### config.mk
export PLATFORM = sky130hd
export DESIGN_NAME = ppm_channel_decoder_core
export DESIGN_NICKNAME = d
export VERILOG_FILES = /design/src/rtl/ppmcd_pkg.sv /design/src/rtl/ppmcd_slot_bank.sv /design/src/rtl/ppm_channel_decoder_core.sv
export SDC_FILE = /design/constraint.sdc
export NUM_CORES = 1
export LEC_CHECK = 0
export BUFFER_PORTS_ARGS = -buffer_cell sky130_fd_sc_hd__buf_4
export CAP_MARGIN = 20
export CELL_PAD_IN_SITES_DETAIL_PLACEMENT = 0
export CELL_PAD_IN_SITES_GLOBAL_PLACEMENT = 1
export CORE_ASPECT_RATIO = 1.5
export CORE_UTILIZATION = 50
export DETAILED_ROUTE_END_ITERATION = 16
export GPL_TIMING_DRIVEN = 0
export PLACE_DENSITY_LB_ADDON = 0.2
export SLEW_MARGIN = 5
export SYNTH_ARGS = -nofsm -noshare
export SYNTH_HDL_FRONTEND = slang
export SYNTH_SLANG_ARGS = --single-unit
export TNS_END_PERCENT = 20
### constraint.sdc
create_clock -name i_clk -period 19.1 [get_ports i_clk]
set_input_delay 0 -clock i_clk [delete_from_list [all_inputs] [get_ports i_clk]]
set_output_delay 0 -clock i_clk [all_outputs]
set_load 0.01 [all_outputs]
### src/rtl/ppmcd_pkg.sv
// shared constants and types for the ppm channel decoder
`default_nettype none
package ppmcd_pkg;

    localparam int NUM_CHANNELS = 10;
    localparam int TIME_W       = 16;
    localparam int WIDTH_W      = TIME_W + 1;
    localparam int OFFSET_W     = 8;
    localparam int CFG_IDX_W    = 2;
    localparam int CFG_DATA_W   = 16;
    localparam int SLOT_IDX_W   = 4;
    localparam int SLOT_CNT_W   = $clog2(NUM_CHANNELS + 1);
    localparam int SLOT_ADR_W   = $clog2(NUM_CHANNELS);

    localparam logic [TIME_W-1:0]   SYNC_THRESHOLD_RST   = 16'd2500;
    localparam logic [OFFSET_W-1:0] WIDTH_OFFSET_RST     = 8'd25;
    localparam logic [TIME_W-1:0]   STICK_MINIMUM_RST    = 16'd990;
    localparam logic [TIME_W-1:0]   THROTTLE_MINIMUM_RST = 16'd800;

    typedef enum logic [CFG_IDX_W-1:0] {
        CFG_SYNC_THRESHOLD   = 2'd0,
        CFG_WIDTH_OFFSET     = 2'd1,
        CFG_STICK_MINIMUM    = 2'd2,
        CFG_THROTTLE_MINIMUM = 2'd3
    } t_cfg_reg;

    // request from the top level into the slot bank
    typedef struct packed {
        logic              valid;
        logic              frame;
        logic [TIME_W-1:0] value;
    } t_slot_req;

    // slot bank outcome for the current request
    typedef struct packed {
        logic                  written;
        logic [SLOT_IDX_W-1:0] index;
        logic                  sticks_ready;
    } t_slot_rsp;

endpackage
`default_nettype wire

### src/rtl/ppmcd_slot_bank.sv
// channel slot counter, slot store and stick readiness check
`default_nettype none
module ppmcd_slot_bank
    import ppmcd_pkg::*;
(
    input  wire logic              i_clk,
    input  wire logic              i_rst_n,
    input  wire logic [TIME_W-1:0] i_stick_minimum,
    input  wire logic [TIME_W-1:0] i_throttle_minimum,
    input  wire t_slot_req         i_req,
    output t_slot_rsp              o_rsp
);

    logic [SLOT_CNT_W-1:0] r_count, n_count;
    logic [TIME_W-1:0]     r_slot [NUM_CHANNELS];
    logic [TIME_W-1:0]     n_slot [NUM_CHANNELS];
    logic                  wr_en;

    always_comb begin
        wr_en   = i_req.valid && !i_req.frame &&
                  (r_count < SLOT_CNT_W'(NUM_CHANNELS));
        n_count = r_count;
        if (i_req.valid) begin
            if (i_req.frame) begin
                n_count = '0;
            end else if (wr_en) begin
                n_count = r_count + SLOT_CNT_W'(1);
            end
        end
        for (int k = 0; k < NUM_CHANNELS; k++) begin
            n_slot[k] = r_slot[k];
            if (wr_en && (r_count[SLOT_ADR_W-1:0] == SLOT_ADR_W'(k))) begin
                n_slot[k] = i_req.value;
            end
        end
        o_rsp.written      = wr_en;
        o_rsp.index        = wr_en ? SLOT_IDX_W'(r_count) : '0;
        // readiness seen after this edge's write
        o_rsp.sticks_ready = (n_slot[0] >= i_stick_minimum) &&
                             (n_slot[1] >= i_stick_minimum) &&
                             (n_slot[2] >= i_throttle_minimum) &&
                             (n_slot[3] >= i_stick_minimum);
    end

    always_ff @(posedge i_clk) begin
        if (!i_rst_n) begin
            r_count <= '0;
            for (int k = 0; k < NUM_CHANNELS; k++) begin
                r_slot[k] <= '0;
            end
        end else begin
            r_count <= n_count;
            for (int k = 0; k < NUM_CHANNELS; k++) begin
                r_slot[k] <= n_slot[k];
            end
        end
    end

endmodule
`default_nettype wire

### src/rtl/ppm_channel_decoder_core.sv
// ppm channel decoder: one capture time in, one decoded pulse result out
// output: each result is registered into the output register, or into the skid
//   entry while the consumer stalls; one capture per cycle while the skid is
//   empty, so the two-entry output keeps accepting while one result waits
// reset: synchronous active low; config returns to defaults, previous capture,
//   slot counter and all slots clear to zero
`default_nettype none
module ppm_channel_decoder_core
    import ppmcd_pkg::*;
(
    input  wire logic                  i_clk,
    input  wire logic                  i_rst_n,
    input  wire logic                  i_cfg_we,
    input  wire logic [CFG_IDX_W-1:0]  i_cfg_index,
    input  wire logic [CFG_DATA_W-1:0] i_cfg_data,
    input  wire logic                  i_in_valid,
    output logic                       o_in_ready,
    input  wire logic [TIME_W-1:0]     i_capture_time,
    output logic                       o_out_valid,
    input  wire logic                  i_out_ready,
    output logic signed [WIDTH_W-1:0]  o_pulse_width,
    output logic                       o_frame_start,
    output logic                       o_slot_written,
    output logic [SLOT_IDX_W-1:0]      o_slot_index,
    output logic                       o_sticks_ready
);

    typedef struct packed {
        logic [WIDTH_W-1:0]    pulse_width;
        logic                  frame_start;
        logic                  slot_written;
        logic [SLOT_IDX_W-1:0] slot_index;
        logic                  sticks_ready;
    } t_result;

    logic [TIME_W-1:0]   r_sync_threshold;
    logic [OFFSET_W-1:0] r_width_offset;
    logic [TIME_W-1:0]   r_stick_minimum;
    logic [TIME_W-1:0]   r_throttle_minimum;
    logic [TIME_W-1:0]   r_last_capture;

    logic    r_out_valid, r_skid_valid;
    t_result r_out, r_skid, n_result;

    logic                      accept;
    logic [TIME_W-1:0]         interval;
    logic signed [WIDTH_W-1:0] width;
    logic                      is_sync;
    t_slot_req                 slot_req;
    t_slot_rsp                 slot_rsp;

    assign o_in_ready = !r_skid_valid;
    assign accept     = i_in_valid && o_in_ready;

    always_comb begin
        interval = i_capture_time - r_last_capture;
        width    = signed'({1'b0, interval}) - signed'(WIDTH_W'(r_width_offset));
        is_sync  = width > signed'({1'b0, r_sync_threshold});

        slot_req.valid = accept;
        slot_req.frame = is_sync;
        slot_req.value = width[TIME_W-1:0];

        n_result.pulse_width  = width;
        n_result.frame_start  = is_sync;
        n_result.slot_written = slot_rsp.written;
        n_result.slot_index   = slot_rsp.index;
        n_result.sticks_ready = slot_rsp.sticks_ready;
    end

    ppmcd_slot_bank u_slot_bank (
        .i_clk              (i_clk),
        .i_rst_n            (i_rst_n),
        .i_stick_minimum    (r_stick_minimum),
        .i_throttle_minimum (r_throttle_minimum),
        .i_req              (slot_req),
        .o_rsp              (slot_rsp)
    );

    always_ff @(posedge i_clk) begin
        if (!i_rst_n) begin
            r_sync_threshold   <= SYNC_THRESHOLD_RST;
            r_width_offset     <= WIDTH_OFFSET_RST;
            r_stick_minimum    <= STICK_MINIMUM_RST;
            r_throttle_minimum <= THROTTLE_MINIMUM_RST;
        end else if (i_cfg_we) begin
            unique case (t_cfg_reg'(i_cfg_index))
                CFG_SYNC_THRESHOLD:   r_sync_threshold   <= i_cfg_data;
                CFG_WIDTH_OFFSET:     r_width_offset     <= i_cfg_data[OFFSET_W-1:0];
                CFG_STICK_MINIMUM:    r_stick_minimum    <= i_cfg_data;
                CFG_THROTTLE_MINIMUM: r_throttle_minimum <= i_cfg_data;
                default: ;
            endcase
        end
    end

    always_ff @(posedge i_clk) begin
        if (!i_rst_n) begin
            r_last_capture <= '0;
        end else if (accept) begin
            r_last_capture <= i_capture_time;
        end
    end

    // output register with skid entry
    always_ff @(posedge i_clk) begin
        if (!i_rst_n) begin
            r_out_valid  <= 1'b0;
            r_skid_valid <= 1'b0;
        end else begin
            if (!r_out_valid || i_out_ready) begin
                if (r_skid_valid) begin
                    r_out_valid  <= 1'b1;
                    r_skid_valid <= 1'b0;
                end else begin
                    r_out_valid <= accept;
                end
            end else if (accept) begin
                r_skid_valid <= 1'b1;
            end
        end
    end

    always_ff @(posedge i_clk) begin
        if (!r_out_valid || i_out_ready) begin
            if (r_skid_valid) begin
                r_out <= r_skid;
            end else if (accept) begin
                r_out <= n_result;
            end
        end else if (accept) begin
            r_skid <= n_result;
        end
    end

    assign o_out_valid    = r_out_valid;
    assign o_pulse_width  = signed'(r_out.pulse_width);
    assign o_frame_start  = r_out.frame_start;
    assign o_slot_written = r_out.slot_written;
    assign o_slot_index   = r_out.slot_index;
    assign o_sticks_ready = r_out.sticks_ready;

endmodule
`default_nettype wire
Word-level counts from Yosys, hierarchy flattened. Memories as Yosys holds them, arrays and structs flattened. Index checks and enable logic that the tools add are counted.

Logic and storage cells: 124. Bits in registers: 126. Bits in writable memories: 160. Output and inout bits: 26. Bits of input ports: 39. Memories: 1.

Order comparisons: 6. Muxes and demuxes: 28. Bitwise gates (word level): 12. Reduce and logical (&&, ||, !) cells: 38. $add $sub $neg: 3. Equality and inequality tests: 18.

Memory list: u_slot_bank.r_slot (words 10, width 16, read ports 4, clocked after Yosys merged registers in 0, wr ports 10, RTL line ppmcd_slot_bank.sv:15) `logic [TIME_W-1:0] r_slot [NUM_CHANNELS];`.

Operators with widths (number): $mux W16 (20); $ge A16 B16 Y1 (4); $mux W24 (2); $reduce_and A2 Y1 (13); $gt A17 B17 Y1 (1); $sub A16 B8 Y17 (1); $eq A4 B3 Y1 const B (4); $logic_and A1 B1 Y1 (16); $sub A16 B16 Y16 (1); $mux W4 (3); $or A1 B1 Y1 (10); $eq A4 B2 Y1 const B (2); $eq A4 B4 Y1 const B (2); $ne A1 B1 Y1 const B (6); $add A4 B1 Y4 const B (1); $eq A2 B2 Y1 const B (2); $eq A4 B1 Y1 const B (1); $logic_not A4 Y1 (1); $lt A4 B4 Y1 const B (1); $reduce_bool A2 Y1 (2); $logic_not A1 Y1 (3); $mux W1 (3); $eq A2 B1 Y1 const B (1); $logic_not A2 Y1 (1); other kinds (3) (4).

Logic depth before layout (Yosys ltp). Gate-level depths: netlist of run 1.

Word-level depth: 14. Mapped depth: 37. Depth with buffers taken out: 37.

Cells and area by module. Synthesis of run 1 repeated with hierarchy kept, for this count alone.

Cell total of the unflattened synthesis: 1055. Area total of the unflattened synthesis: 10375.0 µm².

By module, submodules not included: ppm_channel_decoder_core (times used 1, area an instance 6115.9 µm², cells an instance 630); ppmcd_slot_bank (times used 1, area an instance 4259.1 µm², cells an instance 425).

Worst setup path before layout of run 1. No wires, ideal clock.

Kind: register to register. Start point: reg r_last_capture[0]. End point: reg r_out (netlist bit o_sticks_ready) (data pin). Setup slack: 12.087 ns. Setup time: 0.270 ns. Stages on the path, launching flop included: 34. Data required time: 18.830 ns. Arrival time: 6.744 ns. Cells stage by stage: dfxtp_1 ha_1 fa_1 nand2b_1 a21o_1 a21oi_1 nor2_1 ha_1 a21o_1 o41ai_1 nand3_1 or3_1 buf_2 a2111oi_2 xor2_1 ha_1 a21o_1 a21oi_1 nand2_1 o21ai_0 nand3_1 o21ai_4 buf_6 mux2i_1 ha_1 nand2b_1 a21o_1 a21o_1 a21oi_1 o21ai_0 a211oi_1 nor4_1 o22ai_1 o41ai_1.

RTL lines: from (decl) (RTL line ppm_channel_decoder_core.sv:40) `logic [TIME_W-1:0] r_last_capture;`; from (signal assigned) (RTL line ppm_channel_decoder_core.sv:101) `r_last_capture <= i_capture_time;`; to (signal assigned) (RTL line ppm_channel_decoder_core.sv:127) `r_out <= r_skid;`; to (signal assigned) (RTL line ppm_channel_decoder_core.sv:129) `r_out <= n_result;`; to (decl) (RTL line ppm_channel_decoder_core.sv:43) `t_result r_out, r_skid, n_result;`.

==> impl_metrics.json, run 1 <==
{
  "syn_area_per_cell_sq_um": 9.23,
  "crit_path_frequent_cell": "ha_1",
  "rsz0062_at_grt": "no",
  "synth_flop_cell": "dfxtp_1",
  "cts_max_level": 4,
  "ir_drop_uv": 61.9,
  "yosysSeqAreaShare_pct": 41.3,
  "gp_congestion": 0.932,
  "drive_above_1_share_pct": 13.8,
  "grt_pass1_vias": 7848,
  "grt_usage_pct": 26.6,
  "path_buf_inv": 2,
  "grt_max_degree": 25,
  "port_buffers": 64,
  "yosys_warnings": 0,
  "start_util_pct": 51.0,
  "routed_via_density": 5.39,
  "synth_top_area_share_pct": 27.4,
  "coreArea_sq_um": 20300,
  "synthToLayoutAreaGrowth_pct": 18.1,
  "ys_ff_latch": 190,
  "final_max_slew_viol_count": 0,
  "fmaxAchievable_mhz": 115,
  "dr_total_vias": 8216,
  "die_h_um": 178,
  "critPathSlowestCell": "xor2_1",
  "cp_data_arrival_time_ns": 8.86,
  "final_area_sq_um": 12300,
  "drc": 0,
  "row_count": 64,
  "slowest_delay_ns": 0.65,
  "cts.sinks": 190,
  "fin_hold_ws_ns": 0.134,
  "routedWlPerCell_um": 17.9,
  "clk_latency_ns": 0.45,
  "cts_tree": "built",
  "synth_top_area_cell": "dfxtp_1",
  "cp-end-kind": "flop",
  "maxSlewHeadroom_pct": 22.6,
  "required_ns": 19.27,
  "synth.most_common_cell": "nand2_1",
  "nets": 1398,
  "grt_pass1_wl_um": 42200,
  "worst_pin_slew_ns": 1.16,
  "drv_cap": 0,
  "synthTopCellsByCount": "196 x nand2_1, 142 x dfxtp_1, 111 x a21oi_1",
  "report.power.total_uw": 1160,
  "cts_buffers": 17,
  "power.density_nw_per_um2": 94.7,
  "async_flop_share_pct": 0,
  "synth_cells": 1124,
  "synthesis.nets": 1274,
  "hold_violations": 0,
  "finalCritPeriodShare_pct": 45.5,
  "finClkSkew_ns": 0.00879,
  "synthesis.area_sq_um": 10400,
  "firstDrtPassIters": 7,
  "tns_ns": 0,
  "synth_cell_types": 68,
  "die_area_sq_um": 21300,
  "min_path_type": "primary input to flop",
  "outcome": "finished, final reports clean",
  "critPathKind": "flop to flop",
  "clock_path_buffers": 2,
  "critPathMaxFanout": 10,
  "cts.clk_slew.worst_paths_ns": 0.08,
  "antenna_found_initial": 0,
  "dp_hpwl_um": 20300,
  "synth_edf_count": 48,
  "die_width_um": 120,
  "netlist_top_cells_area": "dfxtp_1 27%, edfxtp_1 14%, ha_1 13%",
  "num_io_pins": 65,
  "antenna_left": 0,
  "overflow": 0,
  "num_antenna_cells": 0,
  "setup_viol": 0,
  "drt_iter0_drc": 409,
  "cts-root-buf": "clkbuf_16",
  "wl_um": 27300,
  "dpl_cell_area_sq_um": 11200,
  "leakage_uw": 0.00530,
  "critPathTopFamily": "compound AO/OA/AOI/OAI gates",
  "startpoint_type": "flop",
  "finalCriticalPeriod_ns": 8.68
}
worst reg2reg max path, delay by kind of cell (launching register included):
| kind | cells | cell delay [ns] |
|---|---|---|
| multiplexers | 1 | 0.25 |
| AO/OA/AOI/OAI | 15 | 3.51 |
| buffers and inverters | 2 | 0.42 |
| flip-flops | 1 | 0.33 |
| XOR/XNOR | 2 | 0.97 |
| adder cells (fa/ha/maj) | 5 | 1.58 |
| AND/OR/NAND/NOR | 9 | 1.38 |
flip-flops by register name (all words and copies together), names as in the netlist:
name / cells
o_slot_index: 4
r_last_capture: 16
o_out_valid: 1
o_slot_written: 1
r_sync_threshold: 16
r_throttle_minimum: 16
o_pulse_width: 17
u_slot_bank.r_slot: 64
o_frame_start: 1
r_skid: 24
r_stick_minimum: 16
r_width_offset: 8
o_sticks_ready: 1
r_skid_valid: 1
u_slot_bank.r_count: 4
placed cells by master, fill, tap and decap left out, types with 11 or more instances in the layout:
master and count:
nand2_1 196, dfxtp_1 142, a21oi_1 111, ha_1 109
inv_1 79, buf_4 67, and2_1 48, edfxtp_1 48
mux2_2 46, nor2_1 42, dlygate4sd3_1 38, a21o_1 36
clkbuf_1 32, o21ai_0 29, o211ai_1 19, clkbuf_16 17
nor3_1 15, a211oi_1 12, xnor2_1 11
path summary, 6_finish.rpt:
check	from	end	slack [ns]	cells after the start
worst max-delay path	r_last_capture[0]	o_sticks_ready	10.42	34
worst min-delay path	i_rst_n	u_slot_bank.r_slot[0][52]	0.13	3
worst max register to register	r_last_capture[0]	o_sticks_ready	10.42	34
worst min register to register	r_stick_minimum[12]	r_stick_minimum[12]	0.45	2
final cells by class:
cell class	count	area, sq um
buffer	43	199
tap	264	330
inverter	81	304
multi-input combinational	810	5600
timing repair buffer	105	891
clock inverter	14	208
fill	1851	8090
clock buffer	18	439
sequential	190	4280
kinds of logic (layout without fill, tap and decap cells):
kind of cell / after synthesis / count (layout) / synth area share, %
xor gates and xnor gates: 19 / 19 / 1.60
DFF: 190 / 190 / 41.3
buffers and inverters: 124 / 261 / 4.85
muxes: 59 / 59 / 6.30
adders and majority gates: 111 / 111 / 13.5
and+or+nand+nor: 365 / 365 / 16.2
AOI/OAI and AO/OA: 256 / 256 / 16.2
per-stage QoR:
step	setup slack, ns	cells	util [%]
2_1_floorplan	12.09	1124	-
3_3_place_gp	10.46	1452	55.0
3_5_place_dp	10.51	1455	55.2
4_1_cts	10.48	1525	60.2
5_1_grt	9.76	1525	60.2
6_report	10.42	1525	60.2
metal layers:
layer	GRT usage, %	up-vias	wire (um)	part of all wire, %
met5	0	-	0	0
met1	29.1	3822	11100	41
met3	4.09	57	863	3.2
met4	14.0	0	1210	4.4
li1	-	4173	-	-
met2	49.2	164	14200	52
report_power, final:
part	internal [uW]	switching, uW	leakage, uW	total, uW
Sequential	447	8.83	0.00161	455
Clock	226	169	0.000312	395
Combinational	117	193	0.00338	310
Total	790	371	0.00530	1160
timing repair:
item	CTS	global route
endpoints found under the setup margin	0	0
buffers inserted	0	0
hold buffers	38	0
endpoints found under the hold margin	74	0
resized for setup	0	0
No activity file was read; power rests on OpenSTA's default activity.
==> run 2: changes to the inputs <==
- CORE_UTILIZATION: 50 -> 43
- clock period: 19.1 -> 7.96 ns (I/O delays scaled with it)
==> impl_metrics.json, run 2 (synthesis gave the netlist of run 1 again) <==
{
  "clkPwrFrac_pct": 32.2,
  "multi_input_area_sq_um": 5750,
  "num_antenna_cells": 0,
  "setup_viol": 0,
  "hold_violations": 0,
  "cts-root-buf": "clkbuf_16",
  "fin_cells": 1598,
  "maxSlewHeadroom_pct": 23.8,
  "seq_area_sq_um": 4280,
  "largest_reg_flops": 64,
  "leakage_uw": 0.00542,
  "num_io_pins": 65,
  "power.internal_uw": 1880,
  "cts.clk_slew.worst_paths_ns": 0.07,
  "drt_iter0_drc": 351,
  "grt_usage_pct": 24.2,
  "layout_common_cells": "196 x nand2_1, 142 x dfxtp_1, 108 x a21oi_1, 108 x ha_1, 85 x buf_4",
  "die_h_um": 192,
  "routedWlPerCell_um": 17.8,
  "reg2reg_depth": 34,
  "critPathMaxFanout": 5,
  "rsz0062_at_grt": "no",
  "r2r-end": "o_sticks_ready",
  "p_switching_uw": 907,
  "swShare_pct": 32.5,
  "gp_congestion": 0.866,
  "grt_pass1_vias": 7927,
  "firstDrtPassIters": 7,
  "antenna_found_initial": 0,
  "dr_total_vias": 8200,
  "critPathSlowestCell": "or4_4",
  "max_flop_register": "u_slot_bank.r_slot",
  "cts_buffers": 17,
  "start_util_pct": 43.9,
  "ir_drop_uv": 170,
  "grt_pass1_wl_um": 43900,
  "die_area_sq_um": 24800,
  "cts.sinks": 190,
  "cp_data_arrival_time_ns": 7.70,
  "finClkSkew_ns": 0.00939,
  "cts_max_level": 4,
  "layout_commonest_cell": "nand2_1",
  "cts_tree": "built",
  "clk_latency_ns": 0.45,
  "required_ns": 8.14,
  "combPwrFrac_pct": 28.7,
  "drv_cap": 0,
  "drive_above_1_share_pct": 16.5,
  "die_width_um": 129,
  "p_seq_share_pct": 39.2,
  "dp_cells": 1510,
  "worstSetupStartpoint": "r_last_capture[4]",
  "antenna_left": 0,
  "dp_hpwl_um": 21000,
  "critical_path.endpoint": "o_sticks_ready",
  "wl_um": 28400,
  "nets": 1416,
  "overflow": 0,
  "reg2reg_slack_ns": 0.44,
  "synthToLayoutAreaGrowth_pct": 21.3,
  "finalCriticalPeriod_ns": 7.52,
  "min_path_type": "primary input to flop",
  "power.density_nw_per_um2": 222,
  "final_max_slew_viol_count": 0,
  "r2r_start": "r_last_capture[4]",
  "grt_max_degree": 25,
  "worst_pin_slew_ns": 1.14,
  "outcome": "finished, final reports clean",
  "n_fill_cell": 2265,
  "tns_ns": 0,
  "row_count": 69,
  "coreArea_sq_um": 23700,
  "startpoint_type": "flop",
  "fmaxAchievable_mhz": 133,
  "cp-end-kind": "flop",
  "routed_via_density": 5.13,
  "clock_path_buffers": 2,
  "finalCritPeriodShare_pct": 94.5,
  "drc": 0,
  "slowest_delay_ns": 0.60,
  "port_buffers": 64,
  "critPathKind": "flop to flop"
}
run 2: layout make-up:
class	instances	area share [%]
multi-input cells	810	45.7
flip-flops and latches	190	34.1
repair buffers	123	8.14
clock buffers	18	3.41
well taps	319	3.17
inverters	81	2.42
plain buffers	43	1.64
clock inverters	14	1.46
run 2: power by group through the flow:
stage                     sequential [uW]  clock (uW)  combinational [uW]
after floorplan                      1120           0                 443
after global placement               1110           0                 717
after detailed placement             1120           0                 731
after CTS                            1090         915                 760
after global routing                 1100         950                 885
final                                1090         898                 801
run 2: worst max-delay path, delay by kind of cell, from the launching register on:
family / cells / cell delay (ns)
adders and majority gates: 4 / 1.25
xor gates and xnor gates: 1 / 0.31
and+or+nand+nor: 11 / 2.25
buffers and inverters: 1 / 0.05
AOI/OAI and AO/OA: 17 / 3.04
DFF: 1 / 0.32
run 2: worst min-delay path by stage:
stage,from,endpoint,slack [ns],cells after the start
floorplan,i_cfg_data[0],r_width_offset[0],0.13,2
global placement,i_capture_time[6],r_last_capture[6],0.26,3
detailed placement,i_cfg_data[11],r_sync_threshold[11],0.27,3
CTS,i_cfg_we,r_throttle_minimum[2],0.009,4
global route,i_cfg_we,r_throttle_minimum[0],0.04,4
finish,i_cfg_we,r_throttle_minimum[2],0.02,4
run 2: metal layers:
| layer | global-route usage (%) | vias to the layer above | share of wire (%) |
|---|---|---|---|
| met1 | 26.9 | 3844 | 42 |
| met4 | 11.5 | 0 | 3.8 |
| met3 | 3.37 | 43 | 2.2 |
| met2 | 44.7 | 112 | 52 |
| met5 | 0 | - | 0 |
| li1 | - | 4201 | - |
run 2: timing repair:
item | 4_1_cts | 5_1_grt
pin swaps | 0 | 4
hold buffers | 37 | 0
buffers inserted | 1 | 17
resized for setup | 11 | 16
endpoints found under the hold margin | 74 | 0
cloned | 0 | 0
setup endpoints to repair | 2 | 2
run 2: metrics by stage:
stage,util [%],hold WS [ns],setup WS (ns),cell area [sq um],power [uW]
floorplan,-,0.125,0.947,10400,1560
global placement,47.6,0.258,-0.937,11300,1830
detailed placement,47.7,0.269,-0.955,11300,1850
CTS,52.2,0.00910,0.0728,12300,2770
global route,53.2,0.0449,0.0267,12600,2930
finish,53.2,0.0208,0.435,12600,2790
